[config.mk]
export PLATFORM = sky130hd
export DESIGN_NAME = atha_div
export DESIGN_NICKNAME = d
export VERILOG_FILES = /design/src/atha_pkg.sv /design/src/atha_div.sv
export VERILOG_INCLUDE_DIRS = /design/src /design/src/src
export SDC_FILE = /design/constraint.sdc
export NUM_CORES = 1
export LEC_CHECK = 0
export ABC_AREA = 0
export BUFFER_PORTS_ARGS = -buffer_cell sky130_fd_sc_hd__buf_2
export CAP_MARGIN = 20
export CORE_MARGIN = 2
export CORE_UTILIZATION = 35
export CTS_CLUSTER_SIZE = 8
export DETAILED_ROUTE_END_ITERATION = 10
export SYNTH_ARGS = -nofsm -noshare
export SYNTH_HDL_FRONTEND = slang
export SYNTH_SLANG_ARGS = --single-unit
[constraint.sdc]
create_clock -name clk -period 6.3 [get_ports clk]
set_input_delay 0.63 -clock clk [delete_from_list [all_inputs] [get_ports clk]]
set_output_delay 0.63 -clock clk [all_outputs]
set_load 0.05 [all_outputs]
[src/apparent_temperature_heat_alarm_defines.svh]
// ----------------------------------------------------------------------------
// apparent temperature heat alarm assertion macros
// concurrent checks clocked on clk, disabled while rst_n is low
// ----------------------------------------------------------------------------
`ifndef APPARENT_TEMPERATURE_HEAT_ALARM_DEFINES_SVH
`define APPARENT_TEMPERATURE_HEAT_ALARM_DEFINES_SVH

`ifndef SYNTHESIS
// property must hold at every clock edge out of reset
`define ATHA_ASSERT(lbl, prop, msg) \
    lbl: assert property (@(posedge clk) disable iff (!rst_n) prop) else $error(msg);
// condition must never be seen
`define ATHA_NEVER(lbl, cond, msg) \
    lbl: assert property (@(posedge clk) disable iff (!rst_n) !(cond)) else $error(msg);
`else
`define ATHA_ASSERT(lbl, prop, msg)
`define ATHA_NEVER(lbl, cond, msg)
`endif

`endif

[src/atha_pkg.sv]
// ----------------------------------------------------------------------------
// atha_pkg
// shared types, constants and table function of the heat alarm
// ----------------------------------------------------------------------------
package atha_pkg;

    typedef struct packed {
        logic signed [14:0] temp_centi;
        logic [13:0]        humidity_centi;
        logic               occupied;
        logic               manual_override;
        logic               alarm_clear;
    } sample_t;

    typedef struct packed {
        logic signed [15:0] apparent_temp_centi;
        logic [15:0]        vapour_pressure_centi;
        logic               alarm_fired;
        logic               alarm_active;
    } result_t;

    // shared divider geometry
    localparam int DVD_W = 36;
    localparam int DSR_W = 17;
    localparam int CNT_W = 6;
    localparam logic [CNT_W-1:0] DIV_STEPS = 6'd36;

    typedef struct packed {
        logic             start;
        logic [DVD_W-1:0] dividend;
        logic [DSR_W-1:0] divisor;
    } div_req_t;

    typedef struct packed {
        logic             done;
        logic [DVD_W-1:0] quotient;
    } div_rsp_t;

    // register indexes
    localparam logic CFG_COMFORT = 1'b0;
    localparam logic CFG_DANGER  = 1'b1;

    // fixed point constants
    localparam logic [20:0] EXP2_COEF_Q16 = 21'd1632852;
    localparam logic [63:0] LN2_Q30       = 64'd744261118;
    localparam logic [63:0] ONE_Q30       = 64'd1073741824;
    localparam logic [15:0] D_BASE        = 16'd23770;
    localparam logic [12:0] MAGNUS_MILLI  = 13'd6105;
    localparam logic [16:0] E_DIV         = 17'd100000;
    localparam logic [44:0] E_HALF        = 45'd50000;
    localparam logic [44:0] E_SAT_LIMIT   = 45'd6553600000;
    localparam logic [16:0] AT_DIV        = 17'd100;
    localparam logic [35:0] AT_HALF       = 36'd50;
    localparam logic [35:0] Z_LIMIT       = 36'd1048576;

    // 2^(k/N) in Q30 from the exp series at y = k*ln2/N
    function automatic logic [31:0] exp_series(input logic [63:0] y);
        logic [63:0] sum;
        logic [63:0] term;
        logic        done;
        sum  = ONE_Q30;
        term = ONE_Q30;
        done = 1'b0;
        for (int n = 1; n < 64; n++) begin
            if (!done) begin
                term = ((term * y) >> 30) / 64'(n);
                if (term == 64'd0)
                    done = 1'b1;
                else
                    sum = sum + term;
            end
        end
        return sum[31:0];
    endfunction

endpackage

[src/atha_div.sv]
// ----------------------------------------------------------------------------
// atha_div
// bit-serial restoring divider, one quotient bit per cycle
// ----------------------------------------------------------------------------
`include "apparent_temperature_heat_alarm_defines.svh"

module atha_div
    import atha_pkg::*;
(
    input  logic     clk,
    input  logic     rst_n,
    input  div_req_t req,
    output div_rsp_t rsp
);

    logic             busy_reg;
    logic             done_reg;
    logic [CNT_W-1:0] cnt_reg;
    logic [DSR_W-1:0] rem_reg;
    logic [DVD_W-1:0] quo_reg;
    logic [DSR_W-1:0] dsr_reg;
    logic [DSR_W:0]   trial;
    logic             fit;

    always_comb
    begin
        trial = {rem_reg, quo_reg[DVD_W-1]};
        fit   = trial >= {1'b0, dsr_reg};
    end

    always_ff @(posedge clk or negedge rst_n)
    begin
        if (!rst_n)
        begin
            busy_reg <= 1'b0;
            done_reg <= 1'b0;
            cnt_reg  <= '0;
        end
        else if (req.start)
        begin
            busy_reg <= 1'b1;
            done_reg <= 1'b0;
            cnt_reg  <= DIV_STEPS;
        end
        else if (busy_reg)
        begin
            cnt_reg <= cnt_reg - 1'b1;
            if (cnt_reg == CNT_W'(1))
            begin
                busy_reg <= 1'b0;
                done_reg <= 1'b1;
            end
        end
        else
        begin
            done_reg <= 1'b0;
        end
    end

    always_ff @(posedge clk)
    begin
        if (req.start)
        begin
            quo_reg <= req.dividend;
            dsr_reg <= req.divisor;
            rem_reg <= '0;
        end
        else if (busy_reg)
        begin
            rem_reg <= fit ? DSR_W'(trial - {1'b0, dsr_reg}) : trial[DSR_W-1:0];
            quo_reg <= {quo_reg[DVD_W-2:0], fit};
        end
    end

    assign rsp.done     = done_reg;
    assign rsp.quotient = quo_reg;

    `ATHA_NEVER(a_start_while_busy, req.start && busy_reg, "divider restarted while busy")
    `ATHA_ASSERT(a_done_after_busy, rsp.done |-> $past(busy_reg), "done without a pass")
    `ATHA_ASSERT(a_cnt_live, busy_reg |-> (cnt_reg != '0), "busy with empty step count")

endmodule

==> flow_summary.toml, run 1 <==
[hold_path]
hp-class = "primary input to asynchronous set/reset pin"

[placement]
place_inst = 584
portBuffers = 92
gp_congestion = 0.8753
dp_hpwl_um = 6673

[sta]
hold_viol = 0
setup_viol = 0
rsz0062_at_grt = "false"
slew_headroom = 0.3474
slew_violations = 0
holdWs_ns = 0.1193
finalCritPeriodShare = 0.4701
final.min_clock_period_ns = 2.962
tightest_slew_ns = 0.9790
max_freq_mhz = 337.6
skew_ns = 0.006653
finalSetupTns_ns = 0

[yosys]
yosys-top-cells-area = "edfxtp_1, mux2_2, dfxtp_1"
ys_ff_latch = 78
synth_most_common_cell = "edfxtp_1"
synth_area_um2 = 4169
ys_top_cells_by_count = "edfxtp_1, mux2_2, inv_1, nor2_1, a21oi_1"
synth_nets = 443
yosys_most_used_dff = "edfxtp_1"
async_flop_share = 0.1026
synth_cell_types = 50
seq_area_frac_synth = 0.5114
synth_edf_count = 53
synth_top_area_cell = "edfxtp_1"
synth_cells = 367
synth_warnings = 0
syn_avg_cell_area_um2 = 11.36
synth.top_cell.area_share = 0.3818

[route]
drc_errors = 1
drt_iter0_markers = 152
via_per_inst = 5.245
vias = 3152
routed_wl_um = 9411
ant_nets = 0
drtPass1Iterations = 7
avgRoutedWirePerCell_um = 15.66

[power]
vdd_drop_max_mv = 0.1285
pwr-share-clk = 0.312
p_per_area_nw_per_um2 = 334.9
p_leak_uw = 0.002173
power_frac_seq = 0.391
sw_frac_of_total = 0.3393
p_int_uw = 1117
power_uw = 1691
p_comb_frac = 0.297
switchingPower_uw = 573.6

[global_route]
antenna_found_initial = 0
grt_pass1_wl_um = 15170
grt_pass1_vias = 3032
grt_max_degree = 70
grtUsageTotal = 0.1509
grt_overflow = 0

[floorplanning]
die_h_um = 113.1
core_um2 = 11520
start_util = 0.3620
dieArea_um2 = 12800
die_w_um = 113.1
io-pin-count = 93
rows = 39

[flow_run]
cap_violations = 0

[clock_network]
post_cts_buffers = 0
hold_buffers = 0
ctsHtreeMaxLevel = 3
post_cts.resized_instances = 0
cts_tree = "yes"
clkLatencyLatePin_ns = 0.34
clock_sinks = 78
cts_buffers = 9
root_buffer = "clkbuf_16"
clock_path_buffers = 2
clk_pin_slew_ns = 0.06

[worst_setup_path]
crit_path_max_fanout = 12
required_ns = 6.38
cp.arrival_ns = 3.04
setup.worst_path.class = "register to register"
start_kind = "register"
worstSetupEndpointType = "register"

[run_status]
failed_checks = "DRC"
status = "complete, but fails checks"

[cells_and_area]
largest_reg_flops = 36
diodes = 0
nets = 529
syn2layout_area_growth_pct = 21.10
fin_cells = 601
drive_above_1_share = 0.3297
-- worst paths after layout --
| path | from | to | slack [ns] | cells past startpoint |
|---|---|---|---|---|
| max reg2reg | quo_reg[35] | quo_reg[0] | 3.34 | 10 |
| max in group asynchronous | rst_n | cnt_reg[4] | 6.01 | 1 |
| max | quo_reg[35] | quo_reg[0] | 3.34 | 10 |
| min | rst_n | cnt_reg[0] | 0.12 | 1 |
| min reg2reg | rem_reg[8] | rem_reg[8] | 0.51 | 2 |
| min in group clk | req[0] | dsr_reg[0] | 0.46 | 1 |
-- power by group through the flow --
| stage | logic [uW] | clock network [uW] | registers, uW |
|---|---|---|---|
| after detailed placement | 497 | 0 | 672 |
| final | 502 | 527 | 661 |
| after global routing | 548 | 561 | 670 |
| after CTS | 500 | 539 | 663 |
| after global placement | 491 | 0 | 671 |
| after floorplan | 308 | 0 | 754 |
-- cell type report --
class / count / area (um2)
fill: 1093 / 6467
inverter: 23 / 86.33
sequential: 78 / 2132
timing repair buffer: 95 / 503.0
clock buffer: 9 / 225.2
multi-input combinational: 246 / 1843
tap: 143 / 178.9
clock inverter: 7 / 80.08
-- through the flow --
stage          setup slack [ns]  area, um2    util
2_1_floorplan             3.588       4169       -
3_3_place_gp              3.146       4716  0.4095
3_5_place_dp              3.068       4716  0.4095
4_1_cts                   3.316       5021  0.4360
5_1_grt                   3.100       5049  0.4384
6_report                  3.338       5049  0.4384
-- worst max-delay path, cell delays in order, from the launching register on --
cell and delay [ns]:
edfxtp_1 0.42, inv_1 0.09, ha_1 0.16, inv_1 0.05
fa_1 0.39, a21o_1 0.22, a221o_1 0.33, nand3_1 0.14
a21oi_1 0.30, nor2_1 0.46, a21oi_1 0.13
-- layer usage --
layer | GRT usage | part of all wire | vias up
met3 | 0.02571 | 0.035 | 13
li1 | - | - | 1554
met1 | 0.1853 | 0.43 | 1522
met4 | 0.07154 | 0.021 | 0
met2 | 0.2583 | 0.51 | 63
met5 | 0 | 0 | -
-- cells in the final DEF, fill, tap and decap left out, types with 5 or more instances in the layout --
cell type,instances
a311oi_1,10
nand3_1,15
a21oi_1,21
clkbuf_16,9
inv_1,23
o21ai_0,13
mux2_2,36
xnor2_1,13
edfxtp_1,53
buf_2,92
dfrtp_1,8
and3_1,12
o31ai_1,5
dfxtp_1,17
nor2_1,22
nand2_1,16
a21o_1,9
ha_1,19
o21ai_1,6
a31oi_1,6
-- cells by family after synthesis --
kind of cell,share of synthesized area
flops,0.5114
simple gates,0.1035
fa+ha+maj,0.06183
buf+inv,0.04651
xor+xnor,0.03361
compound gates,0.1459
mux,0.09724
No activity file was read; power rests on OpenSTA's default activity.
==> inputs of run 2 (changes only) <==
--- a/config.mk
+++ b/config.mk
@@ -6,7 +6,7 @@
 export SDC_FILE = /design/constraint.sdc
 export NUM_CORES = 1
 export LEC_CHECK = 0
-export ABC_AREA = 0
+export ABC_AREA = 1
 export BUFFER_PORTS_ARGS = -buffer_cell sky130_fd_sc_hd__buf_2
 export CAP_MARGIN = 20
 export CORE_MARGIN = 2
==> constraint.sdc (replaced) <==
create_clock -name clk -period 2.4 [get_ports clk]
set_input_delay 0.24 -clock clk [delete_from_list [all_inputs] [get_ports clk]]
set_output_delay 0.24 -clock clk [all_outputs]
set_load 0.05 [all_outputs]
==> flow_summary.toml, run 2 <==
[yosys]
synth_area_um2 = 4441
synth.top_cell.area_share = 0.3584
ys_ff_latch = 78
synth_cells = 569
synth_top_area_cell = "edfxtp_1"
async_flop_share = 0.1026
ys_top_cells_by_count = "nand2_1, inv_1, edfxtp_1, nand3_1"
synth_warnings = 0
synth_nets = 645
syn_avg_cell_area_um2 = 7.804
yosys_most_used_dff = "edfxtp_1"
synth_cell_types = 32
synth_most_common_cell = "nand2_1"
synth_edf_count = 53
seq_area_frac_synth = 0.4801
yosys-top-cells-area = "edfxtp_1, nand2_1, dfxtp_1"

[floorplanning]
core_um2 = 12520
rows = 41
die_h_um = 116.6
die_w_um = 116.6
io-pin-count = 93
dieArea_um2 = 13600
start_util = 0.3548

[sta]
finalCritPeriodShare = 0.9037
fin_ws_ns = 0.2312
max_freq_mhz = 461.1
hold_viol = 0
slew_violations = 0
finalSetupTns_ns = 0
setup_viol = 0
slew_headroom = 0.6793
skew_ns = 0.009016
final.min_clock_period_ns = 2.169
tightest_slew_ns = 0.4811
holdWs_ns = 0.06804
rsz0062_at_grt = "false"

[cells_and_area]
final_cell_mix = "nand2_1, buf_2, inv_1"
nFillCells = 1333
drive_above_1_share = 0.1982
fin_cells = 843
nets = 742
diodes = 0
syn2layout_area_growth_pct = 21.10
final_common_cell = "nand2_1"
largest_reg_flops = 36

[clock_network]
clock_path_buffers = 2
root_buffer = "clkbuf_16"
clkLatencyLatePin_ns = 0.34
ctsHtreeMaxLevel = 3
cts_tree = "yes"
clock_sinks = 78
post_cts_buffers = 0
cts_buffers = 9
clk_pin_slew_ns = 0.06

[worst_setup_path]
r2r_setup_slack_ns = 0.23
r2r_cells = 14
required_ns = 2.64
reg2reg_from = "quo_reg[35]"
critPathLaunch = "quo_reg[35]"
setup.worst_path.class = "register to register"
cp.arrival_ns = 2.41
worstSetupEndpointType = "register"
r2r-end = "rem_reg[12]"
crit_path_end = "rem_reg[12]"
crit_path_max_fanout = 4
start_kind = "register"

[route]
avgRoutedWirePerCell_um = 12.95
routed_wl_um = 10920
drc_errors = 0
drtPass1Iterations = 7
ant_nets = 0
drt_iter0_markers = 181
via_per_inst = 4.610
vias = 3886

[placement]
place_inst = 826
dp_hpwl_um = 7942
gp_congestion = 0.8629
portBuffers = 92
post-place-ws_ns = 0.2725

[global_route]
grt_overflow = 0
antenna_found_initial = 0
grtUsageTotal = 0.1769
grt_pass1_vias = 4003
grt_max_degree = 42
grt_pass1_wl_um = 18840

[hold_path]
hp-class = "primary input to register"

[flow_run]
cap_violations = 0

[power]
p_per_area_nw_per_um2 = 963.6
vdd_drop_max_mv = 0.5209
p_leak_uw = 0.002856

[run_status]
status = "finished, final reports clean"
==> run 2: logic make-up (layout without fill, tap and decap cells) <==
logic type / count (synthesis) / after routing / synth area share
and+or+nand+nor: 328 / 328 / 0.3111
buffers and inverters: 104 / 206 / 0.09974
DFF: 78 / 78 / 0.4801
AOI/OAI and AO/OA: 32 / 32 / 0.03720
adders and majority gates: 20 / 20 / 0.05805
xor gates and xnor gates: 7 / 7 / 0.01381
==> run 2: metal layers <==
layer,share of wire,GRT usage,up-vias
li1,-,-,1979
met1,0.45,0.2246,1753
met2,0.45,0.2845,135
met3,0.081,0.06227,19
met4,0.018,0.05490,0
met5,0,0,-
==> run 2: where the power goes <==
part	leakage (uW)	switching [uW]	internal, uW
sequential	0.000798	136	1660
combinational	0.00192	1340	674
clock	0.000140	580	795
total	0.00286	2060	3130
==> run 2: stage by stage <==
step	util	cell area [um2]	total power (uW)
after floorplan	-	4441	3379
after global placement	0.4051	5071	3782
after detailed placement	0.4051	5071	3813
after CTS	0.4296	5378	5213
after global routing	0.4296	5378	5585
final	0.4296	5378	5182
==> run 2: area by class of cell <==
class	count	area [um2]	area share
clock inverter	4	28.78	0.005351
clock buffer	12	267.8	0.04979
timing repair buffer	102	538.0	0.1000
multi-input combinational	387	1866	0.3469
tap	172	215.2	0.04002
sequential	78	2132	0.3965
inverter	88	330.3	0.06142
==> run 2: worst max-delay path, cell delays in order (launching register included) <==
cell and delay, ns:
edfxtp_1 0.37, inv_1 0.09, ha_1 0.14, inv_1 0.07, fa_1 0.46, inv_1 0.08
nor2_1 0.05, o21ai_0 0.14, nand2_1 0.18, nand2_1 0.13, nand2_1 0.05, nand2_1 0.06
nand3_1 0.08, nand2_1 0.09, nand2_1 0.04
==> run 2: repair_timing <==
item / CTS / global route
resized for setup: 0 / 0
hold endpoints to repair: 8 / 0
hold buffers: 1 / 0
==> run 2: how the worst min path moves through the flow <==
| stage | startpoint | end | depth (start not counted) |
|---|---|---|---|
| after floorplan | rst_n | busy_reg | 0 |
| after global placement | rst_n | cnt_reg[1] | 1 |
| after detailed placement | rst_n | cnt_reg[5] | 1 |
| after CTS | req[5] | dsr_reg[5] | 1 |
| after global routing | req[6] | dsr_reg[6] | 1 |
| final | req[5] | dsr_reg[5] | 1 |
==> inputs of run 3 (changes only) <==
--- a/config.mk
+++ b/config.mk
@@ -6,7 +6,6 @@
 export SDC_FILE = /design/constraint.sdc
 export NUM_CORES = 1
 export LEC_CHECK = 0
-export ABC_AREA = 1
 export BUFFER_PORTS_ARGS = -buffer_cell sky130_fd_sc_hd__buf_2
 export CAP_MARGIN = 20
 export CORE_MARGIN = 2
==> flow_summary.toml, run 3 (synthesis gave the netlist of run 1 again) <==
[run_status]
status = "complete, but fails checks"
failed_checks = "DRC, setup timing"

[worst_setup_path]
cp.arrival_ns = 2.70
start_kind = "register"
crit_path_top_delay_cell = "edfxtp_1"
required_ns = 2.65
slowest_delay_ns = 0.39
crit_chain = "inv_2, ha_4, inv_2, fa_2, a21o_1, a221o_1, nand3_2, a21o_4, clkbuf_16, nand3_2, a311oi_2"
crit_path_max_fanout = 5
worstSetupEndpointType = "register"
setup.worst_path.class = "register to register"
cp_num_buf_inv = 3
critical-path-top-delay-family = "compound AO/OA/AOI/OAI gates"

[sta]
final.min_clock_period_ns = 2.448
tightest_slew_ns = 0.5464
finalSetupTns_ns = -0.1225
slew_violations = 0
skew_ns = 0.008915
max_freq_mhz = 408.5
finalCritPeriodShare = 1.020
setup_viol = 5
hold_viol = 0
fin_ws_ns = -0.04824
rsz0062_at_grt = "true"
slew_headroom = 0.6324

[placement]
gp_congestion = 0.8745
portBuffers = 92
place_area_um2 = 4943
place_inst = 610
dp_hpwl_um = 7060

[route]
drtPass1Iterations = 8
via_per_inst = 5.157
avgRoutedWirePerCell_um = 15.61
ant_nets = 0
routed_wl_um = 9836
drt_iter0_markers = 151
drc_errors = 1
vias = 3249

[global_route]
grt_pass1_wl_um = 15870
grt_pass1_vias = 3275
grt_overflow = 0
grt_max_degree = 40
antenna_found_initial = 0
grtUsageTotal = 0.1583

[cells_and_area]
syn2layout_area_growth_pct = 29.41
final_cell_mix = "buf_2, edfxtp_1, mux2_2"
largest_reg_flops = 36
drive_above_1_share = 0.4107
diodes = 0
nFillCells = 1079
nets = 558
final_common_cell = "buf_2"
fin_area_um2 = 5395
fin_cells = 630
post-route-util = 0.4685

[hold_path]
hp-class = "primary input to register"

[floorplanning]
rows = 39
core_um2 = 11520
start_util = 0.3620
io-pin-count = 93
die_h_um = 113.1
die_w_um = 113.1
dieArea_um2 = 12800

[clock_network]
root_buffer = "clkbuf_16"
clock_sinks = 78
ctsHtreeMaxLevel = 3
clock_path_buffers = 2
clkLatencyLatePin_ns = 0.34
cts_tree = "yes"
clk_pin_slew_ns = 0.06
cts_buffers = 9

[power]
p_leak_uw = 0.002331
vdd_drop_max_mv = 0.4099
p_per_area_nw_per_um2 = 864.0

[flow_run]
cap_violations = 0
## run 3: cell count changes in the layout (fill, tap and decap cells not counted), moves of 7 or more
| cell | delta |
|---|---|
| a21o_1 | +8 |
| xnor2_1 | +9 |
| mux2_2 | +36 |
| buf_4 | +19 |
| and3_1 | +12 |
| nand3b_1 | -7 |
| inv_1 | -66 |
| nand2_1 | -221 |
| nand3_1 | -31 |
| a311oi_2 | +7 |
| nand2_2 | -7 |
## run 3: layout make-up
type	instances	area (um2)	area share
sequential	78	2132	0.3952
multi-input combinational	246	1951	0.3615
timing repair buffer	124	745.7	0.1382
clock buffer	11	242.7	0.04499
tap	143	178.9	0.03316
inverter	23	86.33	0.01600
clock inverter	5	58.81	0.01090
## run 3: path summary, 6_finish.rpt
kind | startpoint | endpoint | slack, ns | cells past startpoint
worst max-delay path | quo_reg[35] | rem_reg[6] | -0.05 | 11
worst min-delay path | req[3] | dsr_reg[3] | 0.07 | 1
worst max register to register | quo_reg[35] | rem_reg[6] | -0.05 | 11
worst min register to register | done_reg | done_reg | 0.51 | 2
max in group asynchronous | rst_n | busy_reg | 1.97 | 2
min in group asynchronous | rst_n | cnt_reg[0] | 0.27 | 2
## run 3: routing by layer
layer / track usage / wire (um) / part of all wire / up-vias
met5: 0 / 0 / 0 / -
li1: - / - / - / 1619
met2: 0.2483 / 4804 / 0.49 / 59
met3: 0.03856 / 321 / 0.033 / 25
met1: 0.1999 / 4378 / 0.45 / 1546
met4: 0.09024 / 332 / 0.034 / 0
## run 3: power by group
group	total, uW	switching, uW	internal [uW]
Sequential	1740	113	1620
Clock	1390	555	834
Combinational	1540	893	645
Total	4660	1560	3100
## run 3: through the flow
step	power, uW	hold slack [ns]	setup slack (ns)
floorplan	2792	-0.05559	-0.1996
global placement	3200	0.09122	0.02987
detailed placement	3222	0.09114	0.0005529
CTS	4631	0.05456	-0.01505
global route	4920	0.05431	-0.1618
finish	4661	0.07050	-0.04824
## run 3: repair_timing
action,CTS,global route
setup endpoints to repair,11,18
pin swaps,3,12
buffers inserted,1,1
resized for setup,0,24
cloned,0,1
hold buffers,1,0
endpoints found under the hold margin,8,0
